==> config.mk <==
export PLATFORM = sky130hd
export DESIGN_NAME = fbat_scan
export DESIGN_NICKNAME = d
export VERILOG_FILES = /design/src/design/fbat_pkg.sv /design/src/design/fbat_scan.sv
export SDC_FILE = /design/constraint.sdc
export NUM_CORES = 1
export LEC_CHECK = 0
export ABC_CLOCK_PERIOD_IN_PS = 2300
export BUFFER_PORTS_ARGS = -buffer_cell sky130_fd_sc_hd__buf_2
export CAP_MARGIN = 20
export CORE_AREA = 2 2 158 160
export DETAILED_ROUTE_END_ITERATION = 8
export DIE_AREA = 0 0 160 162
export PLACE_DENSITY = 0.74
export REMOVE_ABC_BUFFERS = 1
export SKIP_LAST_GASP = 1
export SLEW_MARGIN = 0
export SYNTH_ARGS = -nofsm -noshare
export SYNTH_HDL_FRONTEND = slang
export SYNTH_SLANG_ARGS = --single-unit
==> constraint.sdc <==
create_clock -name clk -period 2.3 [get_ports clk]
set_input_delay 0.46 -clock clk [delete_from_list [all_inputs] [get_ports clk]]
set_output_delay 0.46 -clock clk [all_outputs]
set_load 0.01 [all_outputs]
==> src/design/fbat_pkg.sv <==
// Package: shared types and constants for flow byte accounting.
package fbat_pkg;
  localparam int KEY_W   = 96;
  localparam int BYTES_W = 32;
  localparam int LEN_W   = 16;
  localparam int DROP_W  = 16;
  localparam int RANK_W  = 3;

  localparam logic MODE_REPORT = 1'b0;
  localparam logic MODE_TICK   = 1'b1;

  typedef logic [KEY_W-1:0]   key_t;
  typedef logic [BYTES_W-1:0] bytes_t;

  // Command broadcast down the chain.
  typedef struct packed {
    logic   acc;     // accumulate a report
    logic   clr;     // clear all cells
    key_t   key;
    logic [LEN_W-1:0] len;
  } cmd_t;

  // Ranked candidate handed from cell to cell during a scan.
  typedef struct packed {
    logic   vld;
    key_t   key;
    bytes_t bytes;
  } cand_t;

  function automatic bytes_t sat_add(bytes_t a, logic [LEN_W-1:0] b);
    logic [BYTES_W:0] s;
    s = {1'b0, a} + {{(BYTES_W+1-LEN_W){1'b0}}, b};
    return s[BYTES_W] ? {BYTES_W{1'b1}} : s[BYTES_W-1:0];
  endfunction
endpackage

==> src/design/fbat_scan.sv <==
// Rank scan cell: running-best stage of the pipelined compare chain.
module fbat_scan #(
  parameter int IDX_W = 8
) (
  input  logic            clk,
  input  logic [IDX_W-1:0] my_idx,
  input  fbat_pkg::cand_t best_in,
  input  logic [IDX_W-1:0] bidx_in,
  input  fbat_pkg::cand_t mine,
  output fbat_pkg::cand_t best_out,
  output logic [IDX_W-1:0] bidx_out
);
  import fbat_pkg::*;
  logic better;
  // strictly greater wins, so ties keep the earlier entry
  assign better = mine.vld && (!best_in.vld || mine.bytes > best_in.bytes);
  always_ff @(posedge clk) begin
    best_out <= better ? mine : best_in;
    bidx_out <= better ? my_idx : bidx_in;
  end
endmodule

## Word-level counts from Yosys, hierarchy flattened

Cells that the tools add are included.

| operators by class | value |
|---|---|
| order comparisons | 1 |
| muxes and demuxes | 2 |
| reduce and logical (&&, ||, !) cells | 3 |

Operators by type and width:

| operator | number |
|---|---|
| $mux 129 | 1 |
| $gt 32x32->1 | 1 |
| $mux 8 | 1 |
| $logic_and 1x1->1 | 1 |
| $logic_not 1->1 | 1 |
| $logic_or 1x1->1 | 1 |

| word-level totals | value |
|---|---|
| register bits | 137 |
| input port bits | 275 |
| output and inout port bits | 137 |
| logic and storage cells | 10 |

## Longest topological paths before layout

| logic depth | value |
|---|---|
| word-level depth | 4 |
| depth in mapped cells | 11 |

## Worst setup path after synthesis

No wires, ideal clock.

| timing | value |
|---|---|
| kind | input -> register |
| from | input port best_in[23] in the netlist's numbering |
| to | register best_out[100] in the netlist's numbering |
| data arrival time | 2.209 ns |
| required time | 2.176 ns |
| path slack | -0.033 ns |
| stages on the path | 10 |
| buffers on the path | 2 |
| cells stage by stage | inv_1 -> ha_1 -> a21oi_1 -> o21ai_0 -> a22o_1 -> nor3_2 -> buf_2 -> clkbuf_1 -> a32o_1 -> o211ai_2 |

| between the ends | value |
|---|---|
| cells in the longest elaborated chain, start to end | 4 |

RTL lines:

| element | RTL line | text |
|---|---|---|
| from (decl) | fbat_scan.sv:7 | `input fbat_pkg::cand_t best_in,` |
| $gt 32x32->1 | fbat_scan.sv:16 | `assign better = mine.vld && (!best_in.vld \|\| mine.bytes > best_in.bytes);` |
| $logic_or 1x1->1 | fbat_scan.sv:16 |  |
| $logic_and 1x1->1 | fbat_scan.sv:16 |  |
| $mux 129 | fbat_scan.sv:18 | `best_out <= better ? mine : best_in;` |
| to (signal assigned) | fbat_scan.sv:18 |  |
| to (decl) | fbat_scan.sv:10 | `output fbat_pkg::cand_t best_out,` |

Every way passes these cells.

## Worst setup path in the final report

| timing | value |
|---|---|
| from | input port best_in[11] in the netlist's numbering |
| to | register best_out[112] in the netlist's numbering |

The elaborated chain is that of the path after synthesis.

==> impl_metrics.env <==
export IMPL_p_leak_nw=6.749
export IMPL_status="completed"
export IMPL_critPathMaxFanout=58
export IMPL_power_internal_mw=6.146
export IMPL_clk_path_buf_depth=2
export IMPL_ant_nets=0
export IMPL_dieArea_mm2=0.02592
export IMPL_yosys_warnings=0
export IMPL_setup_violations_final=0
export IMPL_drive_gt1_share_pct=36.73
export IMPL_synth_area_per_cell_um2=7.526
export IMPL_async_flop_share_pct=0
export IMPL_synth_edf_count=0
export IMPL_hpwl_mm=27.00
export IMPL_fin_crit_ns=2.237
export IMPL_clockPowerShare_pct=36.3
export IMPL_cts_hold_fix_buffers=0
export IMPL_grt_pass1_vias=11764
export IMPL_synth_compound_area_share_pct=27.71
export IMPL_port_buffers=411
export IMPL_core_mm2=0.02411
export IMPL_min_period_over_period_pct=97.27
export IMPL_drt_initial_drc_count=1409
export IMPL_worst_ep_arrival_time_ns=2.54
export IMPL_syn_to_final_growth_pct=41.74
export IMPL_switching_share_pct=31.00
export IMPL_die_x_um=160
export IMPL_cts_tree="yes"
export IMPL_synthMuxAreaShare_pct=0
export IMPL_die_height_um=162
export IMPL_worst_pin_slew_ns=0.5031
export IMPL_comb_power_share_pct=31.5
export IMPL_rows=57
export IMPL_ir_drop_uv=395.9
export IMPL_clk_pin_slew_ns=0.06
export IMPL_hold_path_class="in2reg"
export IMPL_final_cell_count_no_fill=2106
export IMPL_synth_adder_area_share_pct=3.964
export IMPL_grt_usage_pct=27.91
export IMPL_setup_ws_ns=0.06276
export IMPL_synth_top_family_by_area="simple AND/OR/NAND/NOR gates"
export IMPL_synth_distinct_cells=38
export IMPL_cts_buffers=17
export IMPL_cts_sinks=137
export IMPL_slew_headroom_pct=66.46
export IMPL_ys_seq_area_share_pct=27.16
export IMPL_start_kind="input port"
export IMPL_nNetsFinal=2073
export IMPL_yosysMostFrequentCell="nand2_1"
export IMPL_hold_violations=0
export IMPL_ys_ff_latch=137
export IMPL_power_switching_mw=2.761
export IMPL_drcViolationCount=0
export IMPL_avgViaCountPerCell=5.926
export IMPL_grt_max_degree=118
export IMPL_yosysTopAreaCell="dfxtp_1"
export IMPL_grt_first_pass_wirelength_mm=59.87
export IMPL_wl_per_cell_um=18.09
export IMPL_cts_root_buf="clkbuf_16"
export IMPL_syn_area_mm2=0.01010
export IMPL_initial_core_util_pct=41.90
export IMPL_synth_flop_cell="dfxtp_1"
export IMPL_critPathKind="in2reg"
export IMPL_end_kind="register"
export IMPL_max_cap_violations=0
export IMPL_synthCells=1342
export IMPL_drt_wl_total_mm=38.09
export IMPL_place_inst=2066
export IMPL_seqPwrFrac_pct=32.2
export IMPL_synthSimpleGateAreaFrac_pct=32.46
export IMPL_dp_slack_ns=-0.4407
export IMPL_synth_area_top_cells="dfxtp_1 (27%), nand2_1 (14%), a32o_1 (13%)"
export IMPL_p_per_area_mw_per_mm2=622.2
export IMPL_max_freq_mhz=447.0
export IMPL_ioPinCount=412
export IMPL_rsz0062_at_grt="true"
export IMPL_synth_xor_area_share_pct=0
export IMPL_num_vias=12481
export IMPL_dr_pass1_iters=6
export IMPL_grt_ovfl_total=0
export IMPL_yosys_top_cells_count="nand2_1 (383), nand4_1 (141), dfxtp_1 (137)"
export IMPL_yosysTopAreaCellShare_pct=27.16
export IMPL_slew_viol_final=0
export IMPL_crit_required_ns=2.60
export IMPL_antenna_found_initial=4
export IMPL_h_tree_depth=4
export IMPL_routabilityCongestion=0.9124
## sequential cells by signal, summed over array words and instances (netlist names)
name and cells:
bidx_out 8, best_out 129
## cell usage in the layout (no fill, tap or decap), types with 3 or more instances in the layout
cell type	netlist	routed
a21oi_1	14	14
a32o_1	136	136
and2_1	135	135
buf_12	0	41
buf_2	40	411
buf_4	8	114
bufinv_16	0	6
clkbuf_16	0	18
dfxtp_1	137	137
diode_2	0	4
ha_1	32	32
inv_1	34	34
inv_6	0	4
nand2_1	383	383
nand3_1	3	3
nand4_1	141	141
nor3_1	3	3
o211ai_1	65	65
o211ai_2	40	40
o311ai_1	31	28
o311ai_2	1	3
## routing by layer
layer	GRT usage (%)	vias up	share of wire, %
met3	5.797	95	8.6
met4	12.04	0	3.6
met1	34.99	5893	40
met2	46.64	697	48
met5	0	-	0
li1	-	5796	-
## worst max-delay path: stages
cell,delay (ns)
buf_2,0.09
inv_1,0.05
ha_1,0.30
a21oi_1,0.20
o21a_1,0.16
o22ai_1,0.11
o21ai_4,0.23
buf_12,0.17
buf_6,0.41
a32o_1,0.25
o211ai_2,0.07
## power by group through the flow
stage | clock, mW | sequential [mW] | combinational, mW
2_1_floorplan | 0 | 3.11 | 1.22
3_3_place_gp | 0 | 2.92 | 2.70
3_5_place_dp | 0 | 2.92 | 2.76
4_1_cts | 3.30 | 2.87 | 2.77
5_1_grt | 3.40 | 2.90 | 3.04
6_report | 3.23 | 2.87 | 2.81
## cell families (layout without fill, tap and decap cells)
kind of cell	Yosys count	in the layout
AND/OR/NAND/NOR	675	675
flip-flops	137	137
buffers and inverters	198	634
AO/OA/AOI/OAI	300	300
adder cells (fa/ha/maj)	32	32
other	0	4
## per-stage QoR
stage / area [µm²] / total power, mW / setup TNS (ns) / utilization, % / hold slack, ns
5_1_grt: 14310 / 9.335 / -0.02115 / 59.37 / 0.2991
6_report: 14320 / 8.907 / 0 / 59.38 / 0.3197
4_1_cts: 14200 / 8.936 / 0 / 58.90 / 0.2940
2_1_floorplan: 9348 / 4.326 / -1762.55 / - / 0.5638
3_5_place_dp: 13530 / 5.680 / -47.04 / 56.12 / 0.7456
3_3_place_gp: 13530 / 5.617 / -41.27 / 56.12 / 0.7402
## path summary, 6_finish.rpt
kind                         from            end  slack [ns]  cells past startpoint
worst max-delay path  best_in[11]  best_out[112]        0.06                     11
worst min-delay path   bidx_in[7]    bidx_out[7]        0.32                      3
## final cells by class
cell class,count,area [µm²]
fill,2187,9791
multi-input combinational,1007,6579
timing repair buffer,569,3781
sequential,137,2743
clock buffer,18,429.2
tap,324,405.4
clock inverter,13,240.2
inverter,34,127.6
antenna,4,10.01
## what timing repair did
| action | 4_1_cts | 5_1_grt |
|---|---|---|
| endpoints found under the setup margin | 0 | 99 |
| buffers inserted | 0 | 4 |
| gates resized for setup | 0 | 8 |
No activity file was read; power rests on OpenSTA's default activity.
