File: src/design/fbat_pkg.sv
// Package: shared types and constants for flow byte accounting.
package fbat_pkg;
  localparam int KEY_W   = 96;
  localparam int BYTES_W = 32;
  localparam int LEN_W   = 16;
  localparam int DROP_W  = 16;
  localparam int RANK_W  = 3;

  localparam logic MODE_REPORT = 1'b0;
  localparam logic MODE_TICK   = 1'b1;

  typedef logic [KEY_W-1:0]   key_t;
  typedef logic [BYTES_W-1:0] bytes_t;

  // Command broadcast down the chain.
  typedef struct packed {
    logic   acc;     // accumulate a report
    logic   clr;     // clear all cells
    key_t   key;
    logic [LEN_W-1:0] len;
  } cmd_t;

  // Ranked candidate handed from cell to cell during a scan.
  typedef struct packed {
    logic   vld;
    key_t   key;
    bytes_t bytes;
  } cand_t;

  function automatic bytes_t sat_add(bytes_t a, logic [LEN_W-1:0] b);
    logic [BYTES_W:0] s;
    s = {1'b0, a} + {{(BYTES_W+1-LEN_W){1'b0}}, b};
    return s[BYTES_W] ? {BYTES_W{1'b1}} : s[BYTES_W-1:0];
  endfunction
endpackage

File: src/design/fbat_cell.sv
// One flow cell: holds one entry, matches, accumulates, and takes part in the rank scan.
module fbat_cell (
  input  logic               clk,
  input  logic               rst_n,
  input  fbat_pkg::cmd_t     cmd,
  input  logic               claim_in,   // no earlier cell matched or is free
  output logic               claim_out,
  input  logic               shift,      // scan step: cells pass entries toward the head
  input  fbat_pkg::cand_t    nb_in,      // entry from the next cell
  output fbat_pkg::cand_t    st_out,     // this cell's entry
  input  logic               take_best,  // at or after the winner: take the next cell's entry
  output logic               hit
);
  import fbat_pkg::*;

  logic   vld_r, vld_nxt;
  key_t   key_r, key_nxt;
  bytes_t bytes_r, bytes_nxt;

  assign hit       = vld_r && key_r == cmd.key;
  assign claim_out = claim_in && !hit && vld_r;
  assign st_out    = '{vld: vld_r, key: key_r, bytes: bytes_r};

  always_comb begin
    vld_nxt   = vld_r;
    key_nxt   = key_r;
    bytes_nxt = bytes_r;
    priority if (cmd.clr) begin
      vld_nxt = 1'b0;
    end else if (cmd.acc && hit) begin
      bytes_nxt = sat_add(bytes_r, cmd.len);
    end else if (cmd.acc && claim_in && !vld_r) begin
      vld_nxt   = 1'b1;
      key_nxt   = cmd.key;
      bytes_nxt = {{(BYTES_W-LEN_W){1'b0}}, cmd.len};
    end else if (shift && take_best) begin
      vld_nxt   = nb_in.vld;
      key_nxt   = nb_in.key;
      bytes_nxt = nb_in.bytes;
    end
  end

  always_ff @(posedge clk) begin
    if (!rst_n) vld_r <= 1'b0;
    else        vld_r <= vld_nxt;
    key_r   <= key_nxt;
    bytes_r <= bytes_nxt;
  end
endmodule

File: config.mk
export PLATFORM = sky130hd
export DESIGN_NAME = fbat_cell
export DESIGN_NICKNAME = d
export VERILOG_FILES = /design/src/design/fbat_pkg.sv /design/src/design/fbat_cell.sv
export SDC_FILE = /design/constraint.sdc
export NUM_CORES = 1
export LEC_CHECK = 0
export ABC_AREA = 1
export CORE_AREA = 5 5 143 145
export CTS_CLUSTER_DIAMETER = 60
export DETAILED_ROUTE_END_ITERATION = 8
export DIE_AREA = 0 0 148 150
export DONT_BUFFER_PORTS = 1
export GPL_TIMING_DRIVEN = 0
export PLACE_DENSITY = 0.66
export SLEW_MARGIN = 20
export SYNTH_ARGS = -nofsm -noshare
export SYNTH_HDL_FRONTEND = slang
export SYNTH_SLANG_ARGS = --single-unit
export TNS_END_PERCENT = 20
File: constraint.sdc
create_clock -name clk -period 7.8 [get_ports clk]
set_input_delay 0.78 -clock clk [delete_from_list [all_inputs] [get_ports clk]]
set_output_delay 0.78 -clock clk [all_outputs]
set_load 0.03 [all_outputs]
# Word level (Yosys, flattened, before mapping)

Index checks and enable logic that the tools add are counted.

Input port bits: 248
Memories: 0
Register bits after elaboration: 129
Bits in latches: 0
Word-level logic and storage cells: 31
ROM bits: 0
Output and inout port bits: 131
Bits in writable memories: 0

Muxes and demuxes: 8
Shift-type cells: 0
Add/subtract/negate cells: 1
Reductions and logical operators: 15
Bitwise operators: 3
Eq/ne operators: 1
$mul: 0
Order comparisons: 0
Divide/modulo/power cells: 0

Operator list:

| kind                                      | number |
|---|---|
| 96-bit 2-to-1 mux                         | 2 |
| 32-bit 2-to-1 mux                         | 4 |
| 96-bit equality test                      | 1 |
| 32-bit by 16-bit adder with 33-bit output | 1 |
| 1-bit logical AND                         | 7 |
| 2-bit AND reduction                       | 2 |
| 1-bit NOT                                 | 3 |
| 3-bit AND reduction                       | 1 |
| 3-bit nonzero test                        | 1 |
| 1-bit zero test                           | 2 |
| 1-bit 2-to-1 mux                          | 2 |
| 2-bit nonzero test                        | 1 |
| 2-bit OR reduction                        | 1 |

# Longest topological paths before layout

Gate-level depths: netlist of run 1.

Depth in word-level cells: 5
Mapped depth: 15
Mapped depth without buffers: 15

# Worst setup path after synthesis of run 1

OpenSTA, ideal clock, no wires.

Path type: input to register
Start: input cmd[51] (netlist bit)
End: register key_r[0] (enable)
Setup time: 551 ps
Data required time: 7249 ps
Path buffers: 0
Slack: 1681 ps
Stages on the path: 11
Data arrival time: 5568 ps
Cell sequence: inv_1 -> or2_2 -> nand2_1 -> nor2_1 -> nand2_1 -> nor2_1 -> nand2_1 -> nor3_2 -> nand3_2 -> nand2_1 -> nor2_1

Word-level cells in the longest chain between the ends: 5

Ends and longest elaborated chain:

| item                          | line            | source |
|---|---|---|
| start: declaration            | fbat_cell.sv:5  | `input fbat_pkg::cmd_t cmd,` |
| 96-bit equality test          | fbat_cell.sv:20 | `assign hit = vld_r && key_r == cmd.key;` |
| 1-bit logical AND             | fbat_cell.sv:20 |  |
| 1-bit logical AND             | fbat_cell.sv:30 | `end else if (cmd.acc && hit) begin` |
| 1-bit NOT (no line)           | -               |  |
| 3-bit AND reduction (no line) | -               |  |
| end signal: assignment        | fbat_cell.sv:46 | `key_r <= key_nxt;` |
| end: declaration              | fbat_cell.sv:17 | `key_t key_r, key_nxt;` |

No other way between the ends.
A chain may end at the register's enable or synchronous reset.

# Final worst setup path of run 1

Start: register key_r[46]
End: output claim_out

Word-level cells in the longest chain between the ends: 5

Ends and longest elaborated chain:

| item                            | line            | source |
|---|---|---|
| 96-bit equality test            | fbat_cell.sv:20 |  |
| 1-bit logical AND               | fbat_cell.sv:20 |  |
| named net hit                   | fbat_cell.sv:12 | `output logic hit` |
| 1-bit zero test                 | fbat_cell.sv:21 | `assign claim_out = claim_in && !hit && vld_r;` |
| 1-bit logical AND (2 in series) | fbat_cell.sv:21 |  |
| end: declaration                | fbat_cell.sv:7  | `output logic claim_out,` |

The timed path passes the listed nets, and every way through them passes these cells.

==> reports/qor.txt, run 1 <==
Lkg Pwr -> 5.377 nW
Hold slack -> 520.9 ps
Final non-filler cell total -> 1743
Setup crit end kind -> output port
Core area -> 0.01908 mm^2
Initial Utilization -> 0.5065
Fin nets -> 1757
GP Congestion -> 0.9661
Clock slew at reported path FFs -> 70 ps
Max-slew violations -> 0
Antenna-violating nets left -> 0
Setup Fix Bufs, Post-CTS -> 0
GRT overflow -> 0
Slew @ Worst Pin -> 944.0 ps
CTS Buf Count -> 17
Area Growth Syn to Fin -> 9.931%
CP Launch Type -> flip-flop
First-pass GRT wire length -> 54920 um
Hold Startpoint -> cmd[107]
CTS resizes -> 0
Worst min path class -> input pin to flip-flop
Vias in the first global route -> 9072
Clk_lat worst skew -> 440 ps
Syn_nets -> 1734
Clock sinks -> 129
Hold Crit Depth -> 2
Post-synth top flop -> edfxtp_1
Cell area after synthesis -> 0.009663 mm^2
Flops & latches, synth -> 129
Cell chain of the critical path -> xnor2_1 > nand2_1 > nor2_1 > nand2_1 > nor2_1 > nand2_1 > nor2_1 > and2_1 > nor2_1
Maximum vdd drop -> 0.1535 mV
# H-tree levels -> 4
Synth warn -> 0
Layout cells sized above 1 -> 0.04120
Vias post-DR -> 9701
CP Buf/Inv Count -> 0
Hold buffer count at cts -> 0
Worst r2r dst -> bytes_r[31]
R2R depth -> 12
Number of distinct library cells after synthesis -> 37
Status -> finished, final reports clean
Reg2Reg Setup Slack -> 4420 ps
Critical setup path kind -> flip-flop to output port
Hold endpoint -> key_r[91]
CP dominant cell by count -> nor2_1
Core Rows -> 51
Avg Vias per Cell -> 5.566
Antenna violations before repair -> 1
CP arrival -> 2890 ps
Dpl hpwl -> 30670 um
Sequential area share after synthesis -> 0.3998
Final setup fails -> 0
WP data required -> 7020 ps
# DRC -> 0
Largest delay contributor family on the critical path -> simple AND/OR/NAND/NOR gates
Post-Route WL -> 37500 um
Max frequency -> 0.2721 GHz
RSZ-0062 raised after global routing -> no
# diodes -> 0
Slowest cell on the critical path -> edfxtp_1
Clock Skews -> 13.75 ps
Max-Cap Viols -> 0
Worst r2r src -> key_r[46]
Die Height -> 150 um
Area of the die -> 0.02220 mm^2
Slew headroom -> 0.3707
Placed cell count -> 1711
Wire length per cell -> 21.52 um
CTS root buffer -> clkbuf_16
CP peak stage delay -> 560 ps
Ys async rst share -> 0
First-pass DRT Iterations -> 5
Tmin final -> 3675 ps
CTS tree -> done
Input/output buffers -> 0
EDFF count, synth -> 128
Clock tree buffer depth -> 2
First DRT Iteration DRCs -> 781
Power per cell area -> 193.8 mW/mm^2
Setup_tns -> 0 ps
Die extent in x -> 148 um
Crit-path max FO -> 2
Tcrit/Tclk final -> 0.4711
Global-route total usage across every layer -> 0.3298
Final Hold Vio Count -> 0
Mapped Avg Cell Area -> 6.578 um^2
I/O Pins -> 379
Largest net degree at the start of global routing -> 33
Cell count after synthesis -> 1469
==> cell usage after synthesis (3+ instances only) <==
master	count	area (um^2)
xnor2_1	16	140.1
xor2_1	6	52.55
nand3_2	3	30.03
a21o_1	5	37.54
o21ai_0	93	465.5
nor3_1	22	110.1
buf_1	4	15.01
nand2_1	612	2297
ha_1	16	200.2
buf_4	3	22.52
clkbuf_1	23	86.33
nand4_1	26	162.7
o21ai_1	3	15.01
edfxtp_1	128	3844
a21oi_1	16	80.08
nor2_1	138	518.0
nand3_1	86	430.4
and2_1	12	75.07
inv_1	228	855.8
or2_2	8	50.05
==> per-stage QoR <==
| step | instance area [um^2] | utilization | setup WS (ps) | total power [mW] |
|---|---|---|---|---|
| 3_3_place_gp | 9961 | 0.5221 | -1070 | 1.270 |
| 5_1_grt | 10620 | 0.5568 | 3994 | 2.145 |
| 4_1_cts | 10620 | 0.5568 | 4077 | 2.056 |
| 3_5_place_dp | 10060 | 0.5274 | 4259 | 1.276 |
| 2_1_floorplan | 9663 | - | 1681 | 1.163 |
| 6_report | 10620 | 0.5568 | 4125 | 2.059 |
==> cell usage in the layout, fill, tap and decap left out, types with 3 or more instances in the layout <==
| cell type | instances |
|---|---|
| nor2_1 | 137 |
| buf_1 | 4 |
| nand3_1 | 86 |
| and2_1 | 12 |
| edfxtp_1 | 128 |
| inv_2 | 3 |
| or2_2 | 8 |
| nand2_1 | 612 |
| a21oi_1 | 16 |
| nand4_1 | 26 |
| xor2_1 | 6 |
| inv_6 | 5 |
| buf_4 | 3 |
| clkbuf_1 | 23 |
| a21o_1 | 5 |
| nand3_2 | 3 |
| o21ai_0 | 93 |
| o21ai_1 | 3 |
| nor3_1 | 22 |
| xnor2_1 | 16 |
| clkinvlp_4 | 4 |
| ha_1 | 16 |
| clkbuf_16 | 17 |
| inv_1 | 227 |
==> state kept, by name, indices dropped and copies added (netlist names) <==
register  count
bytes_r      32
key_r        96
vld_r         1
==> cell families after synthesis <==
family,share of synthesized area
AND/OR/NAND/NOR,0.3859
buffers and inverters,0.1055
flip-flops,0.3998
AO/OA/AOI/OAI,0.06604
XOR/XNOR,0.01994
adder cells (fa/ha/maj),0.02279
==> final cells by class <==
class / count / area, um^2
fill: 1911 / 8457
multi-input combinational: 1076 / 4787
sequential: 129 / 3864
inverter: 231 / 868.3
clock buffer: 17 / 425.4
tap: 238 / 297.8
buffer: 33 / 151.4
clock inverter: 15 / 133.9
timing repair buffer: 4 / 95.09
==> where the power goes <==
part | total [mW] | leakage, nW | internal, mW | switching (mW)
clock network | 0.792 | 0.262 | 0.441 | 0.351
registers | 0.926 | 1.21 | 0.817 | 0.109
logic | 0.341 | 3.91 | 0.111 | 0.230
total | 2.06 | 5.38 | 1.37 | 0.689
==> per-layer routing <==
layer / global-route usage / share of wire
met4: 0.09838 / 0.029
met2: 0.5296 / 0.45
met5: 0 / 0.00035
met3: 0.1084 / 0.12
met1: 0.4265 / 0.40
==> how the worst max path moves through the flow <==
stage / from / end / slack, ps / cells after the start
after global placement: cmd[111] / key_r[18] / -1070 / 10
after floorplan: cmd[51] / key_r[0] / 1680 / 11
final: key_r[46] / claim_out / 4130 / 9
after detailed placement: cmd[62] / bytes_r[24] / 4260 / 12
after CTS: key_r[46] / claim_out / 4080 / 9
after global routing: key_r[46] / claim_out / 3990 / 9
No activity file was read; power rests on OpenSTA's default activity.
==> run 2, diff against run 1 <==
==> constraint.sdc (replaced) <==
create_clock -name clk -period 3.6 [get_ports clk]
set_input_delay 0.36 -clock clk [delete_from_list [all_inputs] [get_ports clk]]
set_output_delay 0.36 -clock clk [all_outputs]
set_load 0.03 [all_outputs]
==> run 2 against run 1 <==
Sequential share of layout area is 0.26 points lower. Cell area is 0.71% higher. Critical path depth is 3 higher. Via count is 0.44% lower. Final cell count stayed put. First-iteration DRC count is 7.3% higher. Sequential cell count stayed put.
==> reports/qor.txt, run 2 (same netlist as run 1, synthesis figures left out) <==
Largest delay contributor family on the critical path -> simple AND/OR/NAND/NOR gates
Slew headroom -> 0.2421
Area of the die -> 0.02220 mm^2
CP dominant cell by count -> nand2_1
Tmin final -> 3329 ps
Vias in the first global route -> 9285
Core Rows -> 51
Initial Utilization -> 0.5065
Global-route total usage across every layer -> 0.3355
Clk_lat worst skew -> 430 ps
# diodes -> 0
Setup ws final -> 270.9 ps
CTS root buffer -> clkbuf_16
Area Growth Syn to Fin -> 10.71%
RSZ-0062 raised after global routing -> no
Antenna-violating nets left -> 0
CP Buf/Inv Count -> 2
Die extent in x -> 148 um
Slew @ Worst Pin -> 1137 ps
Reg2Reg Setup Slack -> 270 ps
Layout cells sized above 1 -> 0.04053
Avg Vias per Cell -> 5.541
Final non-filler cell total -> 1743
Maximum vdd drop -> 0.3244 mV
Internal cell power -> 3.176 mW
Core area -> 0.01908 mm^2
Worst min path class -> input pin to flip-flop
First-pass DRT Iterations -> 8
Critical setup path kind -> flip-flop to flip-flop
Largest net degree at the start of global routing -> 33
Hold slack -> 103.1 ps
Clock sinks -> 129
Most flop-heavy register -> key_r
WP data required -> 3670 ps
Post-Route WL -> 37990 um
Clock share of power -> 0.408
# DRC -> 0
Max frequency -> 0.3004 GHz
Logic pwr share -> 0.160
Setup_tns -> 0 ps
Final setup fails -> 0
Sequential share of power -> 0.432
Sw frac -> 0.3175
Max-Cap Viols -> 0
Max-slew violations -> 0
Input/output buffers -> 0
CTS Buf Count -> 17
Dpl hpwl -> 31220 um
First-pass GRT wire length -> 55810 um
Die Height -> 150 um
I/O Pins -> 379
Max reg flops -> 96
GRT overflow -> 0
Switching pwr -> 1.478 mW
Power per cell area -> 435.0 mW/mm^2
Post-placement worst setup slack -> 180.5 ps
Status -> finished, final reports clean
CP peak stage delay -> 550 ps
Fin nets -> 1757
CP Launch Type -> flip-flop
Clock Skews -> 11.99 ps
Tcrit/Tclk final -> 0.9247
Cell chain of the critical path -> xnor2_1 > nand2_1 > nor2_1 > nand2_1 > nor2_1 > nand2_1 > nor2_1 > nand3_2 > buf_2 > nand3_1 > nand2_1 > clkinv_2
Antenna violations before repair -> 1
Clock tree buffer depth -> 2
Placed cell count -> 1711
Setup Fix Bufs, Post-CTS -> 0
Commonest non-fill, non-tap cell in the layout -> nand2_1
Setup crit end kind -> flip-flop
GP Congestion -> 0.9288
Vias post-DR -> 9658
Crit-path max FO -> 32
Regs by FF count -> key_r (96), bytes_r (32), vld_r (1)
Wire length per cell -> 21.79 um
Clock slew at reported path FFs -> 70 ps
Slowest cell on the critical path -> xnor2_1
# H-tree levels -> 4
Most frequent cells in the layout -> nand2_1 (612), inv_1 (227), nor2_1 (137)
Lkg Pwr -> 5.424 nW
First DRT Iteration DRCs -> 838
CP arrival -> 3400 ps
Final Hold Vio Count -> 0
CTS tree -> done
-- run 2: changes by cell type in the layout (fill, tap and decap cells not counted) --
cell,change
clkinv_4,+3
inv_6,-4
inv_2,-1
clkbuf_1,+2
buf_12,-1
clkinv_2,+1
xnor2_1,-1
xnor2_2,+1
bufinv_16,+3
clkinvlp_4,-4
buf_16,+1
-- run 2: area by class of cell --
type,count,area (um^2)
buffer,33,151.4
clock buffer,19,432.9
clock inverter,13,185.2
fill,1945,8382
inverter,231,869.6
multi-input combinational,1076,4795
sequential,129,3864
tap,238,297.8
timing repair buffer,4,102.6
-- run 2: path summary, 6_finish.rpt --
kind / from / to / cells past startpoint
setup / recovery: key_r[42] / bytes_r[30] / 12
hold / removal: cmd[107] / key_r[91] / 2
setup reg to reg: key_r[42] / bytes_r[30] / 12
hold reg to reg: vld_r / vld_r / 4
-- run 2: through the flow --
step / total power [mW] / cell area [um^2] / util
final: 4.654 / 10700 / 0.5607
after global routing: 4.825 / 10700 / 0.5607
after CTS: 4.641 / 10690 / 0.5602
after detailed placement: 2.771 / 10070 / 0.5278
after global placement: 2.745 / 9968 / 0.5225
after floorplan: 2.516 / 9671 / -
-- run 2: power by group through the flow --
| stage | Clock, mW | Combinational [mW] | Sequential, mW |
|---|---|---|---|
| after global routing | 1.97 | 0.842 | 2.02 |
| after global placement | 0 | 0.703 | 2.04 |
| after floorplan | 0 | 0.513 | 2.00 |
| after CTS | 1.90 | 0.735 | 2.01 |
| after detailed placement | 0 | 0.732 | 2.04 |
| final | 1.90 | 0.745 | 2.01 |
-- run 2: per-layer routing --
metal,GRT usage,part of all wire
met1,0.4266,0.40
met2,0.5410,0.46
met3,0.1081,0.12
met4,0.1169,0.031
met5,0,0.00053
-- run 2: what timing repair did --
action | in CTS | in global routing
hold endpoints to repair | 0 | 0
endpoints found under the setup margin | 0 | 32
resized for setup | 0 | 2
hold buffers | 0 | 0
